File: config.mk
export PLATFORM = sky130hd
export DESIGN_NAME = sorted_priority_queue_top_flat
export DESIGN_NICKNAME = d
export VERILOG_FILES = /design/src/rtl/core/spq_pkg.sv /design/src/rtl/core/spq_if.sv /design/src/rtl/core/sorted_priority_queue_top.sv /design/src/rtl/core/spq_ctrl.sv /design/src/rtl/core/spq_dp.sv /design/src/flat_wrapper.sv
export SDC_FILE = /design/constraint.sdc
export NUM_CORES = 2
export LEC_CHECK = 0
export BUFFER_PORTS_ARGS = -buffer_cell sky130_fd_sc_hd__buf_2
export CORE_ASPECT_RATIO = 0.8
export CORE_UTILIZATION = 31
export DETAILED_ROUTE_END_ITERATION = 10
export GPL_TIMING_DRIVEN = 1
export SLEW_MARGIN = 30
export SYNTH_ARGS = -nofsm -noshare
export SYNTH_HDL_FRONTEND = slang
export SYNTH_SLANG_ARGS = --single-unit
export TNS_END_PERCENT = 5
File: constraint.sdc
create_clock -name clk -period 6.2 [get_ports clk]
set_clock_uncertainty 0.05 [all_clocks]
set_input_delay 0.31 -clock clk [delete_from_list [all_inputs] [get_ports clk]]
set_output_delay 0.31 -clock clk [all_outputs]
set_load 0.005 [all_outputs]
File: src/rtl/core/spq_pkg.sv
// Shared constants and types for the sorted priority queue.
// No dependencies.
package spq_pkg;

	localparam int DEPTH   = 16;
	localparam int DATA_W  = 32;
	localparam int CNT_W   = $clog2(DEPTH + 1);
	localparam int COUNT_W = 5;
	localparam int STAT_W  = 2;

	localparam logic [STAT_W-1:0] ST_DONE  = 2'd0;
	localparam logic [STAT_W-1:0] ST_FULL  = 2'd1;
	localparam logic [STAT_W-1:0] ST_EMPTY = 2'd2;

	localparam logic MODE_INSERT = 1'b0;
	localparam logic MODE_REMOVE = 1'b1;

	// controller to datapath
	typedef struct packed {
		logic load;
		logic exec;
	} spq_cmd_t;

	// datapath to controller
	typedef struct packed {
		logic out_pending;
		logic out_take;
	} spq_stat_t;

endpackage

File: src/rtl/core/spq_if.sv
// Request and response channel interfaces for the sorted priority queue.
// Depends on spq_pkg.
interface spq_req_if;
	logic                               valid;
	logic                               ready;
	logic                               mode;
	logic signed [spq_pkg::DATA_W-1:0]  in_value;

	modport source (output valid, output mode, output in_value, input ready);
	modport sink   (input valid, input mode, input in_value, output ready);
endinterface

interface spq_rsp_if;
	logic                               valid;
	logic                               ready;
	logic signed [spq_pkg::DATA_W-1:0]  out_value;
	logic        [spq_pkg::STAT_W-1:0]  status;
	logic        [spq_pkg::COUNT_W-1:0] count;
	logic                               is_empty;
	logic                               is_full;

	modport source (output valid, output out_value, output status, output count,
		output is_empty, output is_full, input ready);
	modport sink   (input valid, input out_value, input status, input count,
		input is_empty, input is_full, output ready);
endinterface

File: src/rtl/core/sorted_priority_queue_top.sv
// Top level of the max-first sorted priority queue.
// Depends on spq_pkg, spq_if, spq_ctrl and spq_dp.
//
//  channel | side | payload
//  --------+------+--------------------------------------------------
//  req     | in   | mode, in_value
//  rsp     | out  | out_value, status, count, is_empty, is_full
//
// Each item is accepted, then executed: an insert has all cells compare
// against the new value and shift in parallel; a remove shifts every cell up.
// The result register lets the next item be accepted while a result waits;
// the execute cycle holds until that register is free or being taken.
// Reset clears the entry count and the result valid; cell contents are
// not cleared, and no clearing pass is needed.
module sorted_priority_queue_top (
	input  logic         clk,
	input  logic         arst_n,
	spq_req_if.sink      req,
	spq_rsp_if.source    rsp
);

	spq_pkg::spq_cmd_t  cmd;
	spq_pkg::spq_stat_t stat;

	spq_ctrl u_ctrl (
		.clk       (clk),
		.arst_n    (arst_n),
		.req_valid (req.valid),
		.req_ready (req.ready),
		.stat      (stat),
		.cmd       (cmd)
	);

	spq_dp u_dp (
		.clk        (clk),
		.arst_n     (arst_n),
		.cmd        (cmd),
		.stat       (stat),
		.req_mode   (req.mode),
		.req_value  (req.in_value),
		.rsp_valid  (rsp.valid),
		.rsp_ready  (rsp.ready),
		.rsp_value  (rsp.out_value),
		.rsp_status (rsp.status),
		.rsp_count  (rsp.count),
		.rsp_empty  (rsp.is_empty),
		.rsp_full   (rsp.is_full)
	);

endmodule

File: src/rtl/core/spq_ctrl.sv
// Sequencer for the sorted priority queue: accept, then execute one operation.
// Depends on spq_pkg.
module spq_ctrl (
	input  logic               clk,
	input  logic               arst_n,
	input  logic               req_valid,
	output logic               req_ready,
	input  spq_pkg::spq_stat_t stat,
	output spq_pkg::spq_cmd_t  cmd
);

	localparam logic [0:0] S_IDLE = 1'b0;
	localparam logic [0:0] S_EXEC = 1'b1;

	logic [0:0] state_q;
	logic [0:0] state_nxt;
	logic       slot_free;

	// result register is free, or its transfer completes this cycle
	assign slot_free = !stat.out_pending || stat.out_take;

	always_comb begin
		state_nxt = state_q;
		req_ready = 1'b0;
		cmd       = '0;
		unique case (state_q)
			S_IDLE: begin
				req_ready = 1'b1;
				if (req_valid) begin
					cmd.load  = 1'b1;
					state_nxt = S_EXEC;
				end
			end
			S_EXEC: begin
				if (slot_free) begin
					cmd.exec  = 1'b1;
					state_nxt = S_IDLE;
				end
			end
			default: state_nxt = S_IDLE;
		endcase
	end

	always_ff @(posedge clk or negedge arst_n) begin
		if (!arst_n) begin
			state_q <= S_IDLE;
		end else begin
			state_q <= state_nxt;
		end
	end

endmodule

File: src/rtl/core/spq_dp.sv
// Datapath: sorted shift-register cells, entry count and result register.
// Depends on spq_pkg.
module spq_dp (
	input  logic                               clk,
	input  logic                               arst_n,
	input  spq_pkg::spq_cmd_t                  cmd,
	output spq_pkg::spq_stat_t                 stat,
	input  logic                               req_mode,
	input  logic signed [spq_pkg::DATA_W-1:0]  req_value,
	output logic                               rsp_valid,
	input  logic                               rsp_ready,
	output logic signed [spq_pkg::DATA_W-1:0]  rsp_value,
	output logic        [spq_pkg::STAT_W-1:0]  rsp_status,
	output logic        [spq_pkg::COUNT_W-1:0] rsp_count,
	output logic                               rsp_empty,
	output logic                               rsp_full
);

	localparam int D  = spq_pkg::DEPTH;
	localparam int DW = spq_pkg::DATA_W;
	localparam int CW = spq_pkg::CNT_W;

	logic                     mode_q;
	logic signed [DW-1:0]     value_q;
	logic signed [DW-1:0]     ent_q   [D];
	logic signed [DW-1:0]     ins_ent [D];
	logic signed [DW-1:0]     rem_ent [D];
	logic        [D-1:0]      keep;
	logic        [CW-1:0]     cnt_q;
	logic        [CW-1:0]     cnt_nxt;
	logic                     full;
	logic                     empty;
	logic                     do_ins;
	logic                     do_rem;
	logic        [spq_pkg::STAT_W-1:0] status_nxt;
	logic                     out_valid_q;
	logic signed [DW-1:0]     out_value_q;
	logic        [spq_pkg::STAT_W-1:0] out_status_q;
	logic        [CW-1:0]     out_cnt_q;

	assign full   = (cnt_q == CW'(D));
	assign empty  = (cnt_q == '0);
	assign do_ins = (mode_q == spq_pkg::MODE_INSERT) && !full;
	assign do_rem = (mode_q == spq_pkg::MODE_REMOVE) && !empty;

	// keep[i]: held entry i stays put because it is not below the new value;
	// sorted order makes keep a prefix
	for (genvar i = 0; i < D; i++) begin : g_cell
		assign keep[i] = (CW'(i) < cnt_q) && (ent_q[i] >= value_q);
		if (i == 0) begin : g_head
			assign ins_ent[i] = keep[i] ? ent_q[i] : value_q;
		end else begin : g_body
			assign ins_ent[i] = keep[i] ? ent_q[i] :
				(keep[i-1] ? value_q : ent_q[i-1]);
		end
		if (i == D - 1) begin : g_last
			assign rem_ent[i] = ent_q[i];
		end else begin : g_mid
			assign rem_ent[i] = ent_q[i+1];
		end
	end

	always_comb begin
		cnt_nxt    = cnt_q;
		status_nxt = spq_pkg::ST_DONE;
		if (mode_q == spq_pkg::MODE_INSERT) begin
			if (full) status_nxt = spq_pkg::ST_FULL;
			else      cnt_nxt    = cnt_q + CW'(1);
		end else begin
			if (empty) status_nxt = spq_pkg::ST_EMPTY;
			else       cnt_nxt    = cnt_q - CW'(1);
		end
	end

	always_ff @(posedge clk) begin
		if (cmd.load) begin
			mode_q  <= req_mode;
			value_q <= req_value;
		end
		if (cmd.exec) begin
			if (do_ins) ent_q <= ins_ent;
			else if (do_rem) ent_q <= rem_ent;
			out_value_q  <= do_rem ? ent_q[0] : '0;
			out_status_q <= status_nxt;
			out_cnt_q    <= cnt_nxt;
		end
	end

	always_ff @(posedge clk or negedge arst_n) begin
		if (!arst_n) begin
			cnt_q       <= '0;
			out_valid_q <= 1'b0;
		end else begin
			if (cmd.exec) cnt_q <= cnt_nxt;
			if (cmd.exec) out_valid_q <= 1'b1;
			else if (rsp_ready) out_valid_q <= 1'b0;
		end
	end

	assign stat.out_pending = out_valid_q;
	assign stat.out_take    = out_valid_q && rsp_ready;

	assign rsp_valid  = out_valid_q;
	assign rsp_value  = out_value_q;
	assign rsp_status = out_status_q;
	assign rsp_count  = spq_pkg::COUNT_W'(out_cnt_q);
	assign rsp_empty  = (out_cnt_q == '0);
	assign rsp_full   = (out_cnt_q == CW'(D));

endmodule

File: src/flat_wrapper.sv
// flat-port wrapper written by rule: the top's interface ports become plain ports
module sorted_priority_queue_top_flat 
  (clk, arst_n, req_valid, req_mode, req_in_value, req_ready, rsp_valid, rsp_out_value, rsp_status, rsp_count, rsp_is_empty, rsp_is_full, rsp_ready);
  spq_req_if req_i ();
  spq_rsp_if rsp_i ();
  input  logic clk;
  input  logic arst_n;
  input wire logic [$bits(req_i.valid)-1:0] req_valid;
  input wire logic [$bits(req_i.mode)-1:0] req_mode;
  input wire logic [$bits(req_i.in_value)-1:0] req_in_value;
  output wire logic [$bits(req_i.ready)-1:0] req_ready;
  output wire logic [$bits(rsp_i.valid)-1:0] rsp_valid;
  output wire logic [$bits(rsp_i.out_value)-1:0] rsp_out_value;
  output wire logic [$bits(rsp_i.status)-1:0] rsp_status;
  output wire logic [$bits(rsp_i.count)-1:0] rsp_count;
  output wire logic [$bits(rsp_i.is_empty)-1:0] rsp_is_empty;
  output wire logic [$bits(rsp_i.is_full)-1:0] rsp_is_full;
  input wire logic [$bits(rsp_i.ready)-1:0] rsp_ready;
  assign req_i.valid = req_valid;
  assign req_i.mode = req_mode;
  assign req_i.in_value = req_in_value;
  assign req_ready = req_i.ready;
  assign rsp_valid = rsp_i.valid;
  assign rsp_out_value = rsp_i.out_value;
  assign rsp_status = rsp_i.status;
  assign rsp_count = rsp_i.count;
  assign rsp_is_empty = rsp_i.is_empty;
  assign rsp_is_full = rsp_i.is_full;
  assign rsp_i.ready = rsp_ready;
  sorted_priority_queue_top u_core (.clk(clk), .arst_n(arst_n), .req(req_i), .rsp(rsp_i));
endmodule
==> out/metrics.yaml <==
run_status:
  status: "completed"
pwr:
  pwr_density_cell_nw_per_um2: 521
  p_leak_nw: 17.2
  ir_drop_mv: 0.405
clock_tree:
  cts_setup_buffers: 0
  cts_tree: "yes"
  clock_sinks: 591
  cts.clk_slew.worst_paths_ps: 60
  ctsResizeCount: 0
  numCtsBuffers: 68
  htreeDepth: 3
  clk_path_buf_depth: 3
  clkLatencyLatePin_ps: 680
  cts_root_buf: "clkbuf_16"
timing:
  drv_slew: 0
  setup_viol: 0
  period_needed_ps: 5590
  slew_headroom: 0.162
  setup_tns_ps: 0
  clock.fmax_ghz: 0.179
  rsz0062_at_grt: "false"
  tightest_slew_ps: 1250
  finalHoldViolCount: 0
  finalCritPeriodShare: 0.901
die:
  ioPinCount: 80
  rows: 117
  start_util: 0.312
  die_h_um: 322
  die_area_sq_um: 129000
  die_w_um: 402
  coreArea_sq_um: 127000
final_layout:
  final_util: 0.353
  design_area_sq_um: 44800
  seqCellArea_sq_um: 17700
  drive_gt1_frac: 0.0843
  final_common_cell: "nand2_1"
  fillCellCount: 12707
  syn2layout_area_growth_pct: 13.0
  multi_input_area_sq_um: 21000
  final_cell_mix: "nand2_1 (625), edfxtp_1 (584), ha_1 (515)"
  nNetsFinal: 4428
  finalNonFillerCells: 5596
place:
  globalplace.congestion: 1.01
  dpl.hpwl_um: 113000
  placed_area_sq_um: 42100
  portBuffers: 79
  dpl.cell_count: 5434
route:
  first_iter_violations: 4400
  wl_um: 157000
  via_count: 33620
  ant_nets: 0
  wl_per_cell_um: 28.1
  drt-pass1-iter-count: 6
  drc: 0
  vias_per_cell: 6.01
grt:
  overflow: 0
  grtUsageTotal: 0.238
  grt_pass1_wl_um: 226000
  grt_pass1_vias: 31455
  grt_max_degree: 200
  antenna_found_initial: 7
synth:
  synth_cell_types: 63
  yosysSeqAreaShare: 0.446
  synth_ff_type: "edfxtp_1"
  synthArstFlopShare: 0.0118
  synthesis.nets: 4407
  avgSynthCellArea_sq_um: 10.3
  ys_warn_count: 0
  synth-edff-count: 584
  syn_inst: 3855
  synth.cell_area_sq_um: 39700
  ys_ff_latch: 591
run:
  maxCapViolCount: 0
critical_path:
  criticalPathCategory: "reg2reg"
  cp-end-kind: "register"
  path_max_fanout: 34
  critPathArrivalTime_ps: 5870
  required_ps: 6480
  crit_path_start_kind: "register"
worst_hold_path:
  min_path_type: "in2reg"
-- critical path: stages, from the launching register on --
cell and delay, ps:
edfxtp_1 560, inv_1 560, buf_4 270, ha_1 260, a21oi_1 170, o21ai_0 170
a221oi_1 780, o311ai_1 220, a211oi_1 430, a211o_4 730, a21oi_1 230, nor2_4 450
buf_12 330
-- where the power goes --
part | internal [mW] | switching [mW] | leakage, nW
combinational | 3.49 | 6.90 | 10.4
clock | 2.57 | 1.84 | 1.12
sequential | 6.74 | 1.83 | 5.60
-- cell usage after synthesis, drive strengths merged (25+ instances only) --
master | number | area share
nor2 | 95 | 0.0090
o211ai | 305 | 0.061
ha | 515 | 0.16
clkbuf | 184 | 0.017
and2 | 34 | 0.0054
edfxtp | 584 | 0.44
a21o | 44 | 0.0083
mux2i | 223 | 0.056
o21ai | 214 | 0.027
nand2 | 630 | 0.060
nor4 | 25 | 0.0039
a21oi | 250 | 0.032
nand3 | 285 | 0.036
buf | 57 | 0.0081
inv | 63 | 0.0060
nand4 | 117 | 0.018
-- through the flow --
step | setup slack (ps) | hold slack (ps) | total power [mW]
after floorplan | 1110 | -35.6 | 14.2
final | 613 | 339 | 23.4
after global routing | 556 | 342 | 24.5
after CTS | 901 | 333 | 23.1
after detailed placement | 961 | 119 | 18.6
after global placement | 1000 | 119 | 18.4
-- path summary, 6_finish.rpt --
kind	from	endpoint	slack, ps	depth (start not counted)
setup / recovery	u_core.u_dp.value_q[21]	u_core.u_dp.ent_q[328]	610	12
hold reg to reg	u_core.u_dp.rsp_valid	u_core.u_dp.rsp_valid	460	2
max in group asynchronous	arst_n	u_core.u_dp.cnt_q[1]	5230	3
setup reg to reg	u_core.u_dp.value_q[21]	u_core.u_dp.ent_q[328]	610	12
hold / removal	req_in_value[16]	u_core.u_dp.value_q[16]	340	2
min in group asynchronous	arst_n	u_core.u_dp.rsp_valid	590	3
-- per-layer routing --
layer  vias to the layer above  track usage  part of all wire
li1                      14882            -                 -
met1                     16487        0.340              0.43
met2                      1923        0.348              0.42
met3                       322       0.0616              0.11
met4                         6       0.0739             0.035
met5                         -            0           0.00027
-- state kept, by name (all words and copies together) (netlist names) --
name,count
u_core.u_dp.rsp_status,2
u_core.u_dp.mode_q,1
u_core.u_dp.rsp_valid,1
u_core.u_dp.value_q,32
u_core.u_dp.cnt_q,5
u_core.u_ctrl.state_q,1
u_core.u_dp.rsp_value,32
u_core.u_dp.rsp_count,5
u_core.u_dp.ent_q,512
-- timing repair --
action,4_1_cts,5_1_grt
setup endpoints to repair,0,0
endpoints found under the hold margin,42,0
hold buffers,37,0
-- kinds of logic after synthesis --
family / synth area share
adder cells (fa/ha/maj): 0.162
AO/OA/AOI/OAI: 0.156
flip-flops: 0.446
AND/OR/NAND/NOR: 0.146
buffers and inverters: 0.0315
XOR/XNOR: 0.000442
multiplexers: 0.0574
-- layout make-up --
cell class / instances / area share
multi-input combinational: 2960 / 0.468
sequential: 591 / 0.395
tap: 1666 / 0.0465
clock buffer: 87 / 0.0421
timing repair buffer: 192 / 0.0334
clock inverter: 35 / 0.00932
inverter: 63 / 0.00527
antenna: 2 / 0.000112
Note: power is estimated with default switching activity, not from simulation.
